--- config.mk ---
export PLATFORM = sky130hd
export DESIGN_NAME = sle_cell
export DESIGN_NICKNAME = d
export VERILOG_FILES = /design/src/rtl/sequential_list_engine_assert.svh /design/src/rtl/sle_pkg.sv /design/src/rtl/sle_cell.sv
export SDC_FILE = /design/constraint.sdc
export NUM_CORES = 1
export LEC_CHECK = 0
export BUFFER_PORTS_ARGS = -buffer_cell sky130_fd_sc_hd__buf_2
export CAP_MARGIN = 20
export CORE_AREA = 2 2 128 130
export DETAILED_ROUTE_END_ITERATION = 16
export DIE_AREA = 0 0 130 132
export GPL_TIMING_DRIVEN = 1
export RECOVER_POWER = 50
export SLEW_MARGIN = 20
export SYNTH_ARGS = -nofsm -noshare
export SYNTH_HDL_FRONTEND = slang
export SYNTH_SLANG_ARGS = --single-unit
--- constraint.sdc ---
create_clock -name clk -period 5.96 [get_ports clk]
set_clock_uncertainty 0.1 [all_clocks]
set_input_delay 1.788 -clock clk [delete_from_list [all_inputs] [get_ports clk]]
set_output_delay 1.788 -clock clk [all_outputs]
set_load 0.02 [all_outputs]
--- src/rtl/sequential_list_engine_assert.svh ---
// ----------------------------------------------------------------------------
// Assertion macros for the sequential list engine
// Shared concurrent assertion forms used by the list engine RTL.
// ----------------------------------------------------------------------------
`ifndef SEQUENTIAL_LIST_ENGINE_ASSERT_SVH
`define SEQUENTIAL_LIST_ENGINE_ASSERT_SVH

// Same-cycle implication, disabled while reset is asserted.
`define SLE_ASSERT_IMP(label, clk, rst_n, ante, cons) \
	label: assert property (@(posedge clk) disable iff (!rst_n) (ante) |-> (cons)) \
		else $error("sequential list engine: assertion failed");

// Next-cycle implication, disabled while reset is asserted.
`define SLE_ASSERT_NXT(label, clk, rst_n, ante, cons) \
	label: assert property (@(posedge clk) disable iff (!rst_n) (ante) |=> (cons)) \
		else $error("sequential list engine: assertion failed");

`endif

--- src/rtl/sle_pkg.sv ---
// ----------------------------------------------------------------------------
// Sequential list engine package
// Types, codes and default sizes shared by the list engine modules.
// ----------------------------------------------------------------------------
package sle_pkg;

	// Default sizes of the list.
	localparam int DEF_CAPACITY      = 64;
	localparam int DEF_ELEMENT_BYTES = 10;

	// Fixed field widths of the request and result channels.
	localparam int CMD_W    = 3;
	localparam int POS_W    = 7;
	localparam int ELEM_W   = 80;
	localparam int STATUS_W = 2;
	localparam int CNTO_W   = 7;

	// Command codes; code 7 is unused and is rejected.
	typedef enum logic [CMD_W-1:0] {
		CMD_INSERT = 3'd0,
		CMD_DELETE = 3'd1,
		CMD_GET    = 3'd2,
		CMD_LOCATE = 3'd3,
		CMD_PREV   = 3'd4,
		CMD_NEXT   = 3'd5,
		CMD_CLEAR  = 3'd6
	} sle_cmd_t;

	// Result status codes.
	localparam logic [STATUS_W-1:0] STAT_OK   = 2'd0;
	localparam logic [STATUS_W-1:0] STAT_BAD  = 2'd1;
	localparam logic [STATUS_W-1:0] STAT_FULL = 2'd2;

	// Controller states.
	typedef enum logic [1:0] {
		ST_IDLE,
		ST_SCAN,
		ST_FINISH
	} sle_state_t;

	// Operation applied to every cell of the chain at once.
	typedef struct packed {
		logic rotate;
		logic insert;
		logic remove;
	} cell_op_t;

endpackage

--- src/rtl/sle_cell.sv ---
// ----------------------------------------------------------------------------
// List cell
// Holds one list entry and moves it to or from its neighbors on command.
// ----------------------------------------------------------------------------
module sle_cell import sle_pkg::*; #(
	parameter int INDEX = 0,
	parameter int IDX_W = 6,
	parameter int EW    = 80
) (
	input  logic             clk,
	input  cell_op_t         op,
	input  logic [IDX_W-1:0] idx,
	input  logic [EW-1:0]    new_data,
	input  logic [EW-1:0]    left,
	input  logic [EW-1:0]    right,
	output logic [EW-1:0]    data_q
);

	localparam logic [IDX_W-1:0] MY_IDX = IDX_W'(INDEX);

	// Rotation walks the ring toward cell zero; insert opens a gap at idx and
	// remove closes the gap at idx. Entries hold no reset value.
	always_ff @(posedge clk) begin
		if (op.rotate) begin
			data_q <= right;
		end else if (op.insert) begin
			if (MY_IDX == idx) begin
				data_q <= new_data;
			end else if (MY_IDX > idx) begin
				data_q <= left;
			end
		end else if (op.remove && (MY_IDX >= idx)) begin
			data_q <= right;
		end
	end

endmodule

# Yosys cells after proc, flatten, opt, wreduce, memory -nomap -nowiden
# Index checks and enable logic that the tools add are counted.
# totals
ff_bits	80
latch_bits	0
ram_bits	0
mem_bits_ro	0
inputBits	250
out_inout_bits	80
mem_count	0
# classes
addsub	0
n_mul	0
n_div	0
order_cmp	2
eq_ne	1
shifts	0
n_mux	5
n_bitwise	0
reduce_logical	4
# op_table
op	n
$mux W80	5
$ge A1 B6 Y1 const A	1
$gt A1 B6 Y1 const A	1
$logic_not A6 Y1	1
$ne A4 B1 Y1 const B	1
$reduce_bool A3 Y1	1
$reduce_and A2 Y1	1
$logic_and A1 B1 Y1	1

# Longest topological paths before layout
# Gate-level depths: netlist (run 1).
# depth
depth_word	5
ltp_mapped	5
depth_no_buf	3

# Least setup slack after synthesis (run 1)
# Ideal clock, no wire load.
# synth_timing
kind	input to register
start	in idx[5]
end	reg data_q[0], enable pin
setup_time_ps	450
arrival_time_ps	4690
required_ps	5410
setup_slack_ps	719
stages	4
path_buffers	2
cell_sequence	or4_1 -> buf_6 -> buf_6 -> o31ai_4
# synth_via
elab_chain_cells	4
elab_cells_between_ends	7
cone_classes	2 x order compare; 1 x eq/ne; 4 x reduce/logical
# synth_rtl
element	line	text
from (decl)	sle_cell.sv:12	input logic [IDX_W-1:0] idx,
$ge A1 B6 Y1	sle_cell.sv:32	end else if (op.remove && (MY_IDX >= idx)) begin
$logic_and A1 B1 Y1	sle_cell.sv:32	
$reduce_bool A3 Y1 (no source line)	n/a	
$reduce_and A2 Y1 (no source line) (*)	n/a	
to (signal assigned)	sle_cell.sv:28	data_q <= new_data;
to (signal assigned)	sle_cell.sv:30	data_q <= left;
to (signal assigned)	sle_cell.sv:33	data_q <= right;
to (decl)	sle_cell.sv:16	output logic [EW-1:0] data_q
# Mark *: on every way between the ends. The rest lies on a longest branch, timed or not.
# A chain may end at the register's enable or synchronous reset.

# Worst setup path after layout (run 1)
# layout_timing
start	in idx[5]
end	reg data_q[37], enable pin
# The elaborated chain is that of the path after synthesis.

==> impl_results.md, run 1 <==
* CTS max path bufs at 2
* Cell count after synthesis at 461
* Synth area leader: edfxtp_1
* Row count at 46
* Vias/cell at 5.01
* Total gr overflow at 0
* Status: finished, violations left
* CTS tree: built
* Dpl ws at 1.70 ns
* Failing checks: capacitance limit, slew limit
* Fraction of synthesized cell area in xor and xnor cells at 0%
* GRT Total Usage at 18.1%
* CTS H-Tree Depth at 3
* CTS resizes at 0
* Leak pwr at 2.58 nW
* First-pass GRT wire length at 24300 um
* Compound-cell area share of the yosys netlist at 29.9%
* Biggest regs: data_q x80
* Synth Net Count at 711
* Design area at 6310 um2
* Crit path largest cell delay at 0.90 ns
* Relative slew slack at -12.1%
* Starting density of the core at 28.2%
* Largest register FFs at 80
* Dpl hpwl at 11100 um
* Ports at 330
* Async SR Flop Fraction at 0%
* # DRC at 0
* Synth top cells by count: nor2_1, a21oi_1, a31oi_1, edfxtp_1, o21ai_1
* Post-Syn Area at 4430 um2
* Final Hold Vio Count at 0
* Setup crit start kind: primary input
* Max Clk Rate at 217 MHz
* Clock transition at path regs at 0.06 ns
* Hold Slack at 1.68 ns
* Most area-consuming cells after synthesis: edfxtp_1, a31oi_1, a21oi_1
* Critical path peak fanout at 81
* CP max stage cell: clkbuf_2
* Total clock sinks at 80
* Die X at 130 um
* Vias in the first global route at 4730
* Post-synthesis sequential area ratio at 54.3%
* Clock root buffer: clkbuf_16
* Delay-heaviest family, CP: buffers and inverters
* Critical path arrival at 4.48 ns
* CP endpoint kind: register
* Antenna Nets Post-Route at 0
* Die Y at 132 um
* Mux contribution to synthesized area at 0%
* Post-Synth Adder-Cell Area at 0%
* Worst Tran Pin Value at 1.68 ns
* Via count at 4901
* Min cycle time layout at 4.60 ns
* Core Region at 15700 um2
* Post-CTS setup repair buffer count at 0
* Port Buffers at 329
* Yosys top cell area share at 54.3%
* CP Class: in2reg
* Yosys cell types at 16
* Area of placed instances at 6080 um2
* Initial DRC Count at 350
* Share of cells above drive strength 1 at 36.2%
* Mapped Avg Cell Area at 9.60 um2
* Slew Limit Fails at 82
* Period utilization at 77.2%
* Power Dens Cells at 255 nW/um2
* Final GP Congestion at 0.779
* #FFs+latches synth at 80
* YS warnings at 0
* # hold bufs at CTS at 0
* Diodes inserted at 0
* Largest family of logic cells by synthesized area: compound AO/OA/AOI/OAI gates
* Final nets at 1007
* VDD IR max at 0.145 mV
* Die ar. at 17200 um2
* Routed len/inst at 16.2 um
* RSZ-0062 raised after global routing: no
* Top FF cell, synth: edfxtp_1
* TritonRoute pass-1 iters at 5
* Max Cap Viol at 1
* Post-synthesis simple-gate area fraction at 8.03%
* Number of flops mapped to enable cells by yosys at 80
* DRT Wirelength at 15900 um
* Final TNS setup at 0 ns
* P&R area growth vs syn at 42.5%
* Hold Path Class: in2reg
* Largest net degree at the start of global routing at 82
* Final worst slack at 1.36 ns
* Count leader, synth: nor2_1
* Cell chain of the critical path: buf_2 -> or4_2 -> clkbuf_2 -> o31ai_4 -> buf_12
* WP data required at 5.84 ns
* Crit path buf inv count at 3
* CTS Buf Count at 9
* Antenna violations before repair at 0
* Setup Viol. Count Final at 0
* Most flop-heavy register: data_q
[placed cells by master, fill, tap and decap left out]
master,synthesis,routed
a31oi_1,80,80
a21oi_1,80,80
edfxtp_1,80,80
nor2b_4,0,1
nand2b_2,0,1
o21ai_0,1,40
nor2_1,82,81
bufinv_16,0,2
buf_12,0,2
inv_1,1,1
nor4_4,1,1
clkbuf_2,0,1
or2_2,1,1
clkbuf_1,19,83
buf_4,0,5
or4_2,0,1
buf_2,16,249
o31ai_4,1,1
clkinv_1,0,1
nor2_4,0,1
clkbuf_16,0,9
clkinv_2,0,1
o21ai_1,79,40
[worst min-delay path: cells and delay by family]
kind	cells	cell delay, ns
AO/OA/AOI/OAI	1	0.10
AND/OR/NAND/NOR	1	0.04
buffers and inverters	1	0.07
[per-stage QoR]
stage,power [mW],util [%],cells
detailed placement,1.06,38.7,961
global route,1.68,40.1,978
CTS,1.64,40.7,977
finish,1.61,40.1,978
floorplan,0.900,-,461
global placement,1.06,38.7,961
[layout make-up]
cell class | instances | area (um2)
inverters | 1 | 3.75
flip-flops and latches | 80 | 2400
multi-input cells | 328 | 1700
clock inverters | 4 | 68.8
repair buffers | 337 | 1630
clock buffers | 12 | 236
fillers | 1647 | 9410
well taps | 216 | 270
[where the power goes]
part | total [mW] | internal (mW) | switching, mW
Combinational | 0.334 | 0.120 | 0.214
Clock | 0.573 | 0.365 | 0.208
Sequential | 0.700 | 0.685 | 0.0146
Total | 1.61 | 1.17 | 0.437
[final timing paths]
check,slack [ns],from,to,depth (start not counted)
min,1.68,right[43],data_q[43],3
max,1.36,idx[5],data_q[37],5
[per-layer routing]
metal,GRT usage [%],wire length (um),vias to the layer above
met3,4.91,1600,26
met4,6.75,356,0
li1,-,-,2342
met2,31.5,7860,322
met1,21.1,6040,2211
met5,0,0,-
[kinds of logic after synthesis]
kind of cell,after synthesis
AND/OR/NAND/NOR,87
AO/OA/AOI/OAI,241
flip-flops,80
buffers and inverters,53
Note: power is estimated with default switching activity, not from simulation.
==> inputs of run 2 (changes only) <==
- ABC_AREA: not set -> 1
- CORE_AREA: 2 2 128 130 -> 2 2 129 131
- DIE_AREA: 0 0 130 132 -> 0 0 131 133
- clock period: 5.96 -> 4.65 ns (I/O delays scaled with it)
==> run 2 against run 1 <==
  * Worst setup slack improved by 0.10 ns
  * Design area increased by 13%
  * Total power increased by 27%
  * Synthesized cell count increased by 51%
  * Via count increased by 14%
  * Critical path type unchanged
  * The flow still finishes with violations (capacitance limit, slew limit)
  * Wire length increased by 12%
  * Flip-flop and latch count unchanged
  * Clock power increased by 21%
  * Non-clock buffer count increased by 2
  * Area after synthesis increased by 14%
==> impl_results.md, run 2 <==
* Clock root buffer: clkbuf_16
* Max Clk Rate at 313 MHz
* Clock transition at path regs at 0.06 ns
* Via count at 5585
* Compound-cell area share of the yosys netlist at 0.0988%
* Largest net degree at the start of global routing at 81
* Hold Slack at 1.22 ns
* Register Area at 2400 um2
* Fraction of synthesized cell area in xor and xnor cells at 0%
* Die ar. at 17400 um2
* Hold Path Class: in2reg
* #FFs+latches synth at 80
* Total clock sinks at 80
* Post-synthesis simple-gate area fraction at 36.4%
* Period utilization at 68.6%
* Total gr overflow at 0
* Grt met3 use at 4.41%
* CTS max path bufs at 2
* Slew Limit Fails at 81
* Largest family of logic cells by synthesized area: simple AND/OR/NAND/NOR gates
* Vias/cell at 4.56
* P&R area growth vs syn at 40.1%
* Synth area leader: edfxtp_1
* CTS Buf Count at 9
* Min cycle time layout at 3.19 ns
* Met1 Track Usage GR at 24.3%
* Port Buffers at 329
* CP Class: in2reg
* TritonRoute pass-1 iters at 5
* Post-Synth Adder-Cell Area at 0%
* Leak pwr at 3.95 nW
* YS warnings at 0
* CTS tree: built
* Met2 Use GR at 32.3%
* Most common cell after layout, fill and taps aside: buf_2
* Starting density of the core at 31.3%
* Critical path arrival at 3.29 ns
* # DRC at 0
* Synth Net Count at 947
* Fill count at 1757
* CTS H-Tree Depth at 3
* GRT Total Usage at 19.5%
* Vias in the first global route at 5162
* WP data required at 4.75 ns
* Yosys cell types at 14
* Post-CTS setup repair buffer count at 0
* Biggest regs: data_q x80
* Mapped Avg Cell Area at 7.27 um2
* Status: finished, violations left
* CTS resizes at 0
* Worst Hold Depth at 3
* Failing checks: capacitance limit, slew limit
* Setup Viol. Count Final at 0
* Final TNS setup at 0 ns
* VDD IR max at 0.153 mV
* Mux contribution to synthesized area at 0%
* # hold bufs at CTS at 0
* Most area-consuming cells after synthesis: edfxtp_1, nand2_1, inv_1
* Post-synthesis sequential area ratio at 47.4%
* Antenna Nets Post-Route at 0
* Antenna violations before repair at 1
* Initial DRC Count at 271
* Async SR Flop Fraction at 0%
* Relative slew slack at -20.4%
* Post-Syn Area at 5070 um2
* Final GP Congestion at 0.856
* Max Cap Viol at 1
* Routed len/inst at 14.5 um
* Count leader, synth: nand2_1
* Yosys top cell area share at 47.4%
* Core Region at 16200 um2
* DRT Wirelength at 17700 um
* First-pass GRT wire length at 26400 um
* Most frequent cells in the layout: buf_2, nand2_1, inv_1, clkbuf_1
* Die X at 131 um
* Die Y at 133 um
* Largest register FFs at 80
* Critical path peak fanout at 80
* Row count at 47
* Final Hold Vio Count at 0
* RSZ-0062 raised after global routing: no
* Worst Tran Pin Value at 1.81 ns
* Final nets at 1249
* Share of cells above drive strength 1 at 27.6%
* Cell count after synthesis at 697
* Multi-input gate area at 1880 um2
* Synth top cells by count: nand2_1, inv_1, edfxtp_1, nand3_1, nand4_1
* CP endpoint kind: register
* Top FF cell, synth: edfxtp_1
* Number of flops mapped to enable cells by yosys at 80
* Dpl hpwl at 12200 um
* Most flop-heavy register: data_q
* Ports at 330
* Setup crit start kind: primary input
* Power Dens Cells at 289 nW/um2
* GRT Max-Usage Layer: met2
run 2: layout make-up:
| cell class | count | area share [%] |
|---|---|---|
| Tap cell | 220 | 3.88 |
| Multi-Input combinational cell | 407 | 26.4 |
| Antenna cell | 1 | 0.0352 |
| Timing Repair Buffer | 339 | 23.3 |
| Sequential cell | 80 | 33.8 |
| Clock buffer | 11 | 3.28 |
| Inverter | 162 | 8.56 |
| Clock inverter | 5 | 0.669 |
run 2: worst paths after layout:
path,slack [ns],from,endpoint
worst min-delay path,1.22,right[75],data_q[75]
worst max-delay path,1.46,op[2],data_q[39]
run 2: critical path: stages:
cell      delay (ns)
buf_2           0.08
inv_1           0.07
nand2_1         0.10
clkbuf_2        1.31
nand2_1         0.15
nand2_1         0.14
run 2: kinds of logic after synthesis:
group,count (synthesis)
AOI/OAI and AO/OA,1
buffers and inverters,210
DFF,80
and+or+nand+nor,406
run 2: routing by layer:
layer / part of all wire [%] / wire [um]
met1: 40 / 7080
met2: 48 / 8510
met3: 9.2 / 1630
met4: 2.8 / 504
met5: 0 / 0
run 2: where the power goes:
| part | internal (mW) | total [mW] | switching (mW) |
|---|---|---|---|
| registers | 0.878 | 0.898 | 0.0201 |
| clock network | 0.411 | 0.696 | 0.284 |
| logic | 0.160 | 0.455 | 0.295 |
run 2: per-stage QoR:
step	instance area (um2)	total power [mW]	utilization, %	worst slack, ns	std cells
3_5_place_dp	6920	1.39	42.8	1.19	1208
2_1_floorplan	5070	1.16	-	0.0364	697
3_3_place_gp	6920	1.39	42.8	1.26	1208
5_1_grt	7100	2.15	43.9	1.29	1225
6_report	7100	2.05	43.9	1.46	1225
4_1_cts	7200	2.09	44.5	1.55	1224
