===== src/rtl/sequential_list_engine_assert.svh =====
// ----------------------------------------------------------------------------
// Assertion macros for the sequential list engine
// Shared concurrent assertion forms used by the list engine RTL.
// ----------------------------------------------------------------------------
`ifndef SEQUENTIAL_LIST_ENGINE_ASSERT_SVH
`define SEQUENTIAL_LIST_ENGINE_ASSERT_SVH

// Same-cycle implication, disabled while reset is asserted.
`define SLE_ASSERT_IMP(label, clk, rst_n, ante, cons) \
	label: assert property (@(posedge clk) disable iff (!rst_n) (ante) |-> (cons)) \
		else $error("sequential list engine: assertion failed");

// Next-cycle implication, disabled while reset is asserted.
`define SLE_ASSERT_NXT(label, clk, rst_n, ante, cons) \
	label: assert property (@(posedge clk) disable iff (!rst_n) (ante) |=> (cons)) \
		else $error("sequential list engine: assertion failed");

`endif


===== src/rtl/sle_pkg.sv =====
// ----------------------------------------------------------------------------
// Sequential list engine package
// Types, codes and default sizes shared by the list engine modules.
// ----------------------------------------------------------------------------
package sle_pkg;

	// Default sizes of the list.
	localparam int DEF_CAPACITY      = 64;
	localparam int DEF_ELEMENT_BYTES = 10;

	// Fixed field widths of the request and result channels.
	localparam int CMD_W    = 3;
	localparam int POS_W    = 7;
	localparam int ELEM_W   = 80;
	localparam int STATUS_W = 2;
	localparam int CNTO_W   = 7;

	// Command codes; code 7 is unused and is rejected.
	typedef enum logic [CMD_W-1:0] {
		CMD_INSERT = 3'd0,
		CMD_DELETE = 3'd1,
		CMD_GET    = 3'd2,
		CMD_LOCATE = 3'd3,
		CMD_PREV   = 3'd4,
		CMD_NEXT   = 3'd5,
		CMD_CLEAR  = 3'd6
	} sle_cmd_t;

	// Result status codes.
	localparam logic [STATUS_W-1:0] STAT_OK   = 2'd0;
	localparam logic [STATUS_W-1:0] STAT_BAD  = 2'd1;
	localparam logic [STATUS_W-1:0] STAT_FULL = 2'd2;

	// Controller states.
	typedef enum logic [1:0] {
		ST_IDLE,
		ST_SCAN,
		ST_FINISH
	} sle_state_t;

	// Operation applied to every cell of the chain at once.
	typedef struct packed {
		logic rotate;
		logic insert;
		logic remove;
	} cell_op_t;

endpackage


===== src/rtl/sle_ctrl.sv =====
// ----------------------------------------------------------------------------
// List engine controller
// Takes requests, sequences the scan of the cell ring and builds results.
// ----------------------------------------------------------------------------
`include "sequential_list_engine_assert.svh"

module sle_ctrl import sle_pkg::*; #(
	parameter int CAPACITY = DEF_CAPACITY,
	parameter int EW       = 80,
	parameter int IDX_W    = 6,
	parameter int CNT_W    = 7
) (
	input  logic                clk,
	input  logic                arst_n,
	// Request side
	input  logic                s_tvalid,
	output logic                s_tready,
	input  logic [CMD_W-1:0]    command,
	input  logic [POS_W-1:0]    position,
	input  logic [EW-1:0]       element,
	// Cell ring
	input  logic [EW-1:0]       head,
	output cell_op_t            cell_op,
	output logic [IDX_W-1:0]    cell_idx,
	output logic [EW-1:0]       cell_data,
	// Result side
	output logic                m_tvalid,
	input  logic                m_tready,
	output logic [STATUS_W-1:0] status,
	output logic [ELEM_W-1:0]   found,
	output logic [CNTO_W-1:0]   found_position,
	output logic [CNTO_W-1:0]   count,
	output logic                is_empty
);

	localparam int CW = ((CNT_W > POS_W) ? CNT_W : POS_W) + 1;

	sle_state_t         state_q, state_d;
	sle_cmd_t           cmd_q;
	logic [POS_W-1:0]   pos_q;
	logic [EW-1:0]      elem_q;
	logic [CNT_W-1:0]   cnt_q;
	logic [CNT_W-1:0]   step_q;
	logic [EW-1:0]      prev_q;
	logic [EW-1:0]      res_q;
	logic [CNT_W-1:0]   fpos_q;
	logic               found_q;
	logic               res_ok_q;
	logic               want_next_q;
	logic               out_valid_q;
	logic [STATUS_W-1:0] status_q;
	logic [EW-1:0]      found_data_q;
	logic [CNT_W-1:0]   found_pos_q;
	logic [CNT_W-1:0]   count_q;

	logic               accept;
	logic               commit;
	logic               needs_scan;
	logic [CW-1:0]      pos_ext;
	logic [CW-1:0]      n_ext;
	logic [CW-1:0]      step_ext;
	logic [CW-1:0]      pos_m1;
	logic               pos_in_list;
	logic               pos_ins;
	logic               is_full;
	logic               in_list;
	logic               hit;
	logic               last_step;

	logic [STATUS_W-1:0] status_d;
	logic [EW-1:0]      found_d;
	logic [CNT_W-1:0]   fpos_d;
	logic [CNT_W-1:0]   cnt_d;
	logic               ins_go;
	logic               del_go;

	// Position and count checks, worked in a common width.
	assign pos_ext     = CW'(pos_q);
	assign n_ext       = CW'(cnt_q);
	assign step_ext    = CW'(step_q);
	assign pos_m1      = pos_ext - CW'(1);
	assign pos_in_list = (pos_ext != '0) && (pos_ext <= n_ext);
	assign pos_ins     = (pos_ext != '0) && (pos_ext <= n_ext + CW'(1));
	assign is_full     = (n_ext == CW'(CAPACITY));
	assign in_list     = (step_q < cnt_q);
	assign hit         = in_list && (head == elem_q) && !found_q;
	assign last_step   = (step_q == CNT_W'(CAPACITY - 1));

	assign accept = s_tvalid && s_tready;
	assign commit = (state_q == ST_FINISH) && (!out_valid_q || m_tready);

	// Commands that read entries need one full turn of the ring.
	always_comb begin
		unique case (sle_cmd_t'(command))
			CMD_DELETE, CMD_GET, CMD_LOCATE, CMD_PREV, CMD_NEXT: needs_scan = 1'b1;
			default: needs_scan = 1'b0;
		endcase
	end

	// Next-state logic.
	always_comb begin
		state_d = state_q;
		unique case (state_q)
			ST_IDLE: begin
				if (accept) begin
					state_d = needs_scan ? ST_SCAN : ST_FINISH;
				end
			end
			ST_SCAN: begin
				if (last_step) begin
					state_d = ST_FINISH;
				end
			end
			ST_FINISH: begin
				if (commit) begin
					state_d = ST_IDLE;
				end
			end
			default: state_d = ST_IDLE;
		endcase
	end

	// Control outputs toward the request side and the cells.
	always_comb begin
		s_tready       = (state_q == ST_IDLE);
		cell_op.rotate = (state_q == ST_SCAN);
		cell_op.insert = commit && ins_go;
		cell_op.remove = commit && del_go;
		cell_idx       = IDX_W'(pos_m1);
		cell_data      = elem_q;
	end

	// Result of the command, valid in the finishing state.
	always_comb begin
		status_d = STAT_BAD;
		found_d  = '0;
		fpos_d   = '0;
		cnt_d    = cnt_q;
		ins_go   = 1'b0;
		del_go   = 1'b0;
		unique case (cmd_q)
			CMD_INSERT: begin
				if (pos_ins) begin
					if (is_full) begin
						status_d = STAT_FULL;
					end else begin
						status_d = STAT_OK;
						ins_go   = 1'b1;
						cnt_d    = cnt_q + CNT_W'(1);
					end
				end
			end
			CMD_DELETE: begin
				if (pos_in_list) begin
					status_d = STAT_OK;
					found_d  = res_q;
					del_go   = 1'b1;
					cnt_d    = cnt_q - CNT_W'(1);
				end
			end
			CMD_GET: begin
				if (pos_in_list) begin
					status_d = STAT_OK;
					found_d  = res_q;
				end
			end
			CMD_LOCATE: begin
				if (res_ok_q) begin
					status_d = STAT_OK;
					fpos_d   = fpos_q;
				end
			end
			CMD_PREV, CMD_NEXT: begin
				if (res_ok_q) begin
					status_d = STAT_OK;
					found_d  = res_q;
				end
			end
			CMD_CLEAR: begin
				status_d = STAT_OK;
				cnt_d    = '0;
			end
			default: status_d = STAT_BAD;
		endcase
	end

	// State, count and scan step.
	always_ff @(posedge clk or negedge arst_n) begin
		if (!arst_n) begin
			state_q <= ST_IDLE;
			cnt_q   <= '0;
			step_q  <= '0;
		end else begin
			state_q <= state_d;
			if (accept) begin
				step_q <= '0;
			end else if (state_q == ST_SCAN) begin
				step_q <= step_q + CNT_W'(1);
			end
			if (commit) begin
				cnt_q <= cnt_d;
			end
		end
	end

	// Search flags of the running scan.
	always_ff @(posedge clk or negedge arst_n) begin
		if (!arst_n) begin
			found_q     <= 1'b0;
			res_ok_q    <= 1'b0;
			want_next_q <= 1'b0;
		end else if (accept) begin
			found_q     <= 1'b0;
			res_ok_q    <= 1'b0;
			want_next_q <= 1'b0;
		end else if (state_q == ST_SCAN) begin
			if (hit) begin
				found_q <= 1'b1;
			end
			unique case (cmd_q)
				CMD_LOCATE: begin
					if (hit) begin
						res_ok_q <= 1'b1;
					end
				end
				CMD_PREV: begin
					if (hit && (step_q != '0)) begin
						res_ok_q <= 1'b1;
					end
				end
				CMD_NEXT: begin
					if (want_next_q && in_list) begin
						res_ok_q <= 1'b1;
					end
					want_next_q <= hit;
				end
				default: res_ok_q <= res_ok_q;
			endcase
		end
	end

	// Request payload and values picked off the head of the ring.
	always_ff @(posedge clk) begin
		if (accept) begin
			cmd_q  <= sle_cmd_t'(command);
			pos_q  <= position;
			elem_q <= element;
			res_q  <= '0;
			fpos_q <= '0;
		end else if (state_q == ST_SCAN) begin
			prev_q <= head;
			unique case (cmd_q)
				CMD_DELETE, CMD_GET: begin
					if (step_ext == pos_m1) begin
						res_q <= head;
					end
				end
				CMD_LOCATE: begin
					if (hit) begin
						fpos_q <= step_q + CNT_W'(1);
					end
				end
				CMD_PREV: begin
					if (hit && (step_q != '0)) begin
						res_q <= prev_q;
					end
				end
				CMD_NEXT: begin
					if (want_next_q && in_list) begin
						res_q <= head;
					end
				end
				default: res_q <= res_q;
			endcase
		end
	end

	// Output register: the result waits here until the receiver takes it.
	always_ff @(posedge clk or negedge arst_n) begin
		if (!arst_n) begin
			out_valid_q <= 1'b0;
		end else if (commit) begin
			out_valid_q <= 1'b1;
		end else if (m_tready) begin
			out_valid_q <= 1'b0;
		end
	end

	always_ff @(posedge clk) begin
		if (commit) begin
			status_q     <= status_d;
			found_data_q <= found_d;
			found_pos_q  <= fpos_d;
			count_q      <= cnt_d;
		end
	end

	assign m_tvalid       = out_valid_q;
	assign status         = status_q;
	assign found          = ELEM_W'(found_data_q);
	assign found_position = CNTO_W'(found_pos_q);
	assign count          = CNTO_W'(count_q);
	assign is_empty       = (count_q == '0);

	// Checks on the sequencing.
	`SLE_ASSERT_IMP(a_cnt_bound, clk, arst_n, 1'b1, cnt_q <= CNT_W'(CAPACITY))
	`SLE_ASSERT_IMP(a_scan_step, clk, arst_n, state_q == ST_SCAN, step_q < CNT_W'(CAPACITY))
	`SLE_ASSERT_NXT(a_accept_busy, clk, arst_n, accept, state_q != ST_IDLE)
	`SLE_ASSERT_IMP(a_valid_src, clk, arst_n, $rose(out_valid_q), $past(state_q) == ST_FINISH)

endmodule

===== config.mk =====
export PLATFORM = sky130hd
export DESIGN_NAME = sle_ctrl
export DESIGN_NICKNAME = d
export VERILOG_FILES = /design/src/rtl/sle_pkg.sv /design/src/rtl/sle_ctrl.sv
export VERILOG_INCLUDE_DIRS = /design/src /design/src/rtl
export SDC_FILE = /design/constraint.sdc
export NUM_CORES = 1
export LEC_CHECK = 0
export ABC_AREA = 1
export BUFFER_PORTS_ARGS = -buffer_cell sky130_fd_sc_hd__buf_2
export CELL_PAD_IN_SITES_DETAIL_PLACEMENT = 2
export CELL_PAD_IN_SITES_GLOBAL_PLACEMENT = 2
export CORE_MARGIN = 2
export CORE_UTILIZATION = 29
export CTS_BUF_LIST = sky130_fd_sc_hd__clkbuf_8 sky130_fd_sc_hd__clkbuf_16
export DETAILED_ROUTE_END_ITERATION = 10
export GPL_TIMING_DRIVEN = 0
export PLACE_DENSITY_LB_ADDON = 0.05
export SLEW_MARGIN = 20
export SYNTH_ARGS = -nofsm -noshare
export SYNTH_HDL_FRONTEND = slang
export SYNTH_SLANG_ARGS = --single-unit

===== constraint.sdc =====
create_clock -name clk -period 5.7 [get_ports clk]
set_input_delay 1.71 -clock clk [delete_from_list [all_inputs] [get_ports clk]]
set_output_delay 1.71 -clock clk [all_outputs]
set_load 0.005 [all_outputs]

==> After elaboration in Yosys (flattened, before gate mapping) <==
Cells that the tools add are included.
{ "op_classes": {"muxes": 42, "eq_ne": 26, "n_addsub": 5, "bitwise": 1, "order_cmp": 3, "n_reduce_logical": 36} }
{ "ops": {"columns": ["cell", "n"], "rows": [
  ["2-to-1 mux 80 bit", 5],
  ["one-hot mux 80 bit (3 select lines)", 1],
  ["one-hot mux 80 bit (2 select lines)", 1],
  ["equality test 80 bit", 1],
  ["2-to-1 mux 7 bit", 5],
  ["one-hot mux 7 bit (3 select lines)", 1],
  ["2-to-1 mux 1 bit", 20],
  ["equality test 3 bit (second input constant)", 5],
  ["adder 7 x 1 -> 7 bit (second input constant)", 2],
  ["equality test 3 x 2 -> 1 bit (second input constant)", 4],
  ["2-to-1 mux 2 bit", 6],
  ["logical AND 1 bit", 10],
  ["AND reduction 5 bit", 2],
  ["inequality test 3 bit (second input constant)", 3],
  ["adder 7 x 1 -> 8 bit (second input constant)", 1],
  ["equality test 7 x 8 -> 1 bit", 1],
  ["less-or-equal comparator 7 x 8 -> 1 bit", 1],
  ["one-hot mux 2 bit (4 select lines)", 1],
  ["AND reduction 2 bit", 4],
  ["nonzero test 2 bit", 4],
  ["nonzero test 8 bit", 1],
  ["subtractor 7 x 1 -> 8 bit (second input constant)", 1],
  ["equality test 7 x 6 -> 1 bit (second input constant)", 1],
  ["equality test 7 bit (second input constant)", 1],
  ["other kinds (23)", 31]
]} }
{ "word_totals": {"input_bits": 174, "out_inout_bits": 188, "reg_bits": 373, "wordCells": 130} }

==> Logic depth before layout (Yosys ltp) <==
{ "logic_depth": {"word_depth": 8, "depth_mapped": 19, "depth_no_buf": 19} }

==> Worst setup path before layout <==
OpenSTA, ideal clock, no wires.
{ "synth_path": {"path_type": "input -> register", "start": "input s_tvalid", "end": "register res_q[19]", "slack_ns": -1.138, "path_buffers": 2, "arrival_ns": 6.726, "setup_ns": 0.113, "required_time_ns": 5.587, "cell_stages": 7, "path_cell_list": "inv_1 > nor2_1 > inv_1 > clkbuf_1 > clkbuf_1 > nand2_1 > nor2_1"} }
{ "synth_via": {"elab_chain_len": 1} }
{ "synth_rtl": {"columns": ["item", "line_no", "rtl"], "rows": [
  ["start, declared", "sle_ctrl.sv:16", "input logic s_tvalid,"],
  ["logical AND 1 bit", "sle_ctrl.sv:89", "assign accept = s_tvalid && s_tready;"],
  ["net accept", "sle_ctrl.sv:56", "logic accept;"],
  ["end signal, assigned", "sle_ctrl.sv:265", "res_q <= prev_q;"],
  ["end signal, assigned", "sle_ctrl.sv:273", "default: res_q <= res_q;"],
  ["end, declared", "sle_ctrl.sv:45", "logic [EW-1:0] res_q;"]
]} }
The timed path passes the listed nets, and every way through them passes these cells.
A chain may end at the register's enable or synchronous reset.

==> key figures <==
Synth
  – Avg Cell Area, Syn: 8.980 sq um
  – Distinct cells, synth: 35
  – Largest family of logic cells by synthesized area: simple AND/OR/NAND/NOR gates
  – Seq/Total Area, Yosys: 62.01%
  – Leading cell types by total area after synthesis: edfxtp_1, nand2_1, dfxtp_1
  – Xor/xnor cell area share of the yosys netlist: 1.585%
  – Syn Std Cell Area: 16,500 sq um
  – Main flop type after synthesis: edfxtp_1
  – Adder-Cell Fraction of Synth Area: under 10%
  – Post-Syn Nets: 2,037
  – Ys async rst share: 5.362%
  – Leading area contributor after synthesis: edfxtp_1
  – Synth top area share: 48.42%
  – Mux cell area share after synthesis: 0%
  – Simple-gate share of the synthesized area: 23.50%
  – Synth Register Bits: 373
  – Synth warnings: 0
  – Number of synthesized flops with an enable pin: 266
  – Area fraction in compound gates after synthesis: between 4 and 5%
  – Synth Instances: 1,837

Die
  – Die Area: 58,810 sq um
  – # IOs: 362
  – Initial core utilization: 29.31%
  – Core region area: 56,280 sq um
  – Row count: 87
  – Die Y: 242.5 microns
  – Die Width: approximately 240 microns

Global route
  – First-pass GRT wire length: between 90,000 and 100,000 microns
  – Total GRT Usage: 22.17%
  – Grt total ovfl: 0
  – Vias in the first global route: 15.20k
  – Initial antenna violation count: 10
  – Largest net degree at the start of global routing: between 40 and 50

Setup path
  – Top cell by count, worst path: nand2_1
  – Critical path type: reg -> out
  – Critical Path Sink Type: primary output
  – CP max stage delay: 630 ps
  – Worst-path cell chain: clkinv_1 > ha_1 > nand2_1 > nor2_1 > nand4_1 > o21ai_1 > nand2_1 > nor3_1 > buf_2
  – Buf+Inv Stages, Crit Path: 2
  – R2r endpoint: found[53]$_DFFE_PP_
  – Required @ worst endpoint: between 3000 and 4000 ps
  – FF-to-FF Start: cnt_q[5]$_DFFE_PN0P_
  – Slowest-stage cell, CP: o21ai_1
  – Setup crit start kind: flop
  – Worst Path Arrival: ~3700 ps
  – CP delay by family, top: simple AND/OR/NAND/NOR gates
  – Worst-path fanout max: 9
  – Worst reg-to-reg path cell count: 12
  – R2R Setup Slk: 2090 ps

STA
  – Final period util: 95.27%
  – Headroom to the max-slew limit: slightly above 30%
  – Tmin final: 5431 ps
  – Worst setup margin: 269.5 ps
  – RSZ-0062 raised after global routing: no
  – WHS: ~470 ps
  – Final hold violation count: 0
  – Pins Over Slew Limit: 0
  – Clk_skew: 19.37 ps
  – Fmax achieved: approximately 180 MHz
  – Final setup viols: 0
  – Setup TNS after final layout: 0 ps
  – Worst slew pin tran: 1047 ps

Layout
  – Fin cells: 3,054
  – NumNets Final: between 2k and 2.5k
  – Final Cell Area: around 21,000 sq um
  – Most frequent cells in the layout: nand2_1, buf_2, nor2_1, edfxtp_1, inv_1
  – Area delta synth->final: 26.93%
  – Most common cell after layout, fill and taps aside: nand2_1
  – Layout cells sized above 1: 20.80%

CTS
  – Clock Latency Late Sink: 580 ps
  – Clk buf depth: 3
  – Sink Count: 373
  – Clk pin slew, worst setup/hold paths: 60 ps
  – Total CTS buffers: 47
  – H-tree Lvls: 2
  – Setup Buffers After CTS: 0
  – Cts hold-fix bufs: 0
  – CTS Root Cell: clkbuf_16
  – CTS tree: built
  – Post-CTS sizing: 0

Routing
  – Drt drc: 0
  – DRT Pass-1 Iters: 4
  – Avg WL per Cell: between 20 and 25 microns
  – DR vias: 13.94k
  – M1 WL: 27,650 microns
  – Met3 WL post-DR: 2665 microns
  – Top Metal Used: met5
  – Post-DR vias/cell: 4.565
  – Met2 wire length: 34,290 microns
  – ANT nets after route: 0
  – Drt initial violations: 512
  – Post-Route WL: 65,870 microns

Min path
  – Hold Path Sink: fpos_q[2]$_SDFFE_PP0P_
  – Hold Path Stages: 2
  – Min-Delay Path Class: reg -> reg
  – Min-delay src: fpos_q[2]$_SDFFE_PP0P_

Run
  – Max-cap viol count: 0

Placed design
  – Post-DP HPWL: 50,330 microns
  – Pre-CTS WS: 625.5 ps
  – Port Buf Inserts: 361
  – Placed Instances: 2,962
  – Placed Instance Area: ~20,000 sq um
  – GP Congestion: approximately 0.8

Power and ir drop
  – Leakage: 10.08 nW
  – Peak VDD IR: between 0.15 and 0.2 mV
  – Power density over the cells: 291.6 nW/um^2

Status
  – Status: completed
==> synth_stat cells, types with 2 or more instances <==
library cell,number
o211ai_1,5
ha_1,26
clkinv_1,3
buf_1,2
dfrtp_1,20
nor2_2,3
clkbuf_1,37
buf_6,3
nand4_1,18
inv_2,5
buf_2,15
edfxtp_1,266
o21ai_1,3
nand3_1,54
nor2_1,348
a21oi_1,16
nor3_1,7
nand3_2,3
o21ai_0,99
inv_1,226
xor2_1,19
xnor2_1,9
dfxtp_1,87
nand2_1,551
o22ai_1,2
==> per-layer routing <==
layer | global-route usage, % | up-vias
met2 | 40.71 | 243
met3 | 3.755 | 73
li1 | - | 6667
met4 | 5.247 | 10
met1 | 26.86 | 6950
met5 | 0 | -
==> worst min-delay path, cell delays in order (launching register included) <==
cell     delay, ps
dfxtp_1        310
nand2_1         60
a21oi_1         50
==> kinds of logic (layout without fill, tap and decap cells) <==
logic type,after synthesis,after routing
xor gates and xnor gates,29,29
other,0,5
DFF,373,373
adders and majority gates,26,26
buffers and inverters,292,748
AOI/OAI and AO/OA,128,128
and+or+nand+nor,989,989
==> where the power goes <==
part           internal [W]  total (W)  switching, W
logic             0.0000976   0.000262      0.000165
registers           0.00294    0.00296     0.0000155
clock network       0.00168    0.00289       0.00121
==> state kept, by name, indices dropped and copies added, names as in the netlist <==
| signal | count |
|---|---|
| pos_q | 7 |
| fpos_q | 7 |
| found_q | 1 |
| m_tvalid | 1 |
| cnt_q | 7 |
| status | 2 |
| state_q | 2 |
| found_position | 7 |
| cmd_q | 3 |
| found | 80 |
| count | 7 |
| prev_q | 80 |
| res_q | 80 |
| res_ok_q | 1 |
| step_q | 7 |
| want_next_q | 1 |
| cell_data | 80 |
==> metrics by stage <==
| step | total power, W | utilization [%] |
|---|---|---|
| 2_1_floorplan | 0.003127 | - |
| 3_3_place_gp | 0.003263 | 34.21 |
| 3_5_place_dp | 0.003277 | 34.56 |
| 4_1_cts | 0.006196 | 37.18 |
| 5_1_grt | 0.006332 | 37.20 |
| 6_report | 0.006106 | 37.21 |
==> worst max path at each step <==
stage,depth (start not counted),endpoint,slack (ps),from
floorplan,3,count[0]$_DFFE_PP_,400,m_tready
global placement,5,cnt_q[0]$_DFFE_PN0P_,-2880,m_tready
detailed placement,6,cell_op[0],630,m_tready
CTS,9,cell_op[0],240,cnt_q[5]$_DFFE_PN0P_
global route,9,cell_op[0],40,cnt_q[5]$_DFFE_PN0P_
finish,9,cell_op[0],270,cnt_q[5]$_DFFE_PN0P_
==> cell type report <==
class                   count  area [sq um]
clock inverters            35         210.2
repair buffers            369          1982
inverters                 234         878.3
multi-input cells        1172          5140
clock buffers              52          1267
well taps                 756         945.9
flip-flops and latches    373         10230
plain buffers              58         272.8
fillers                  6371         35340
diodes                      5         12.51
Power figures use the tool's default switching activity.
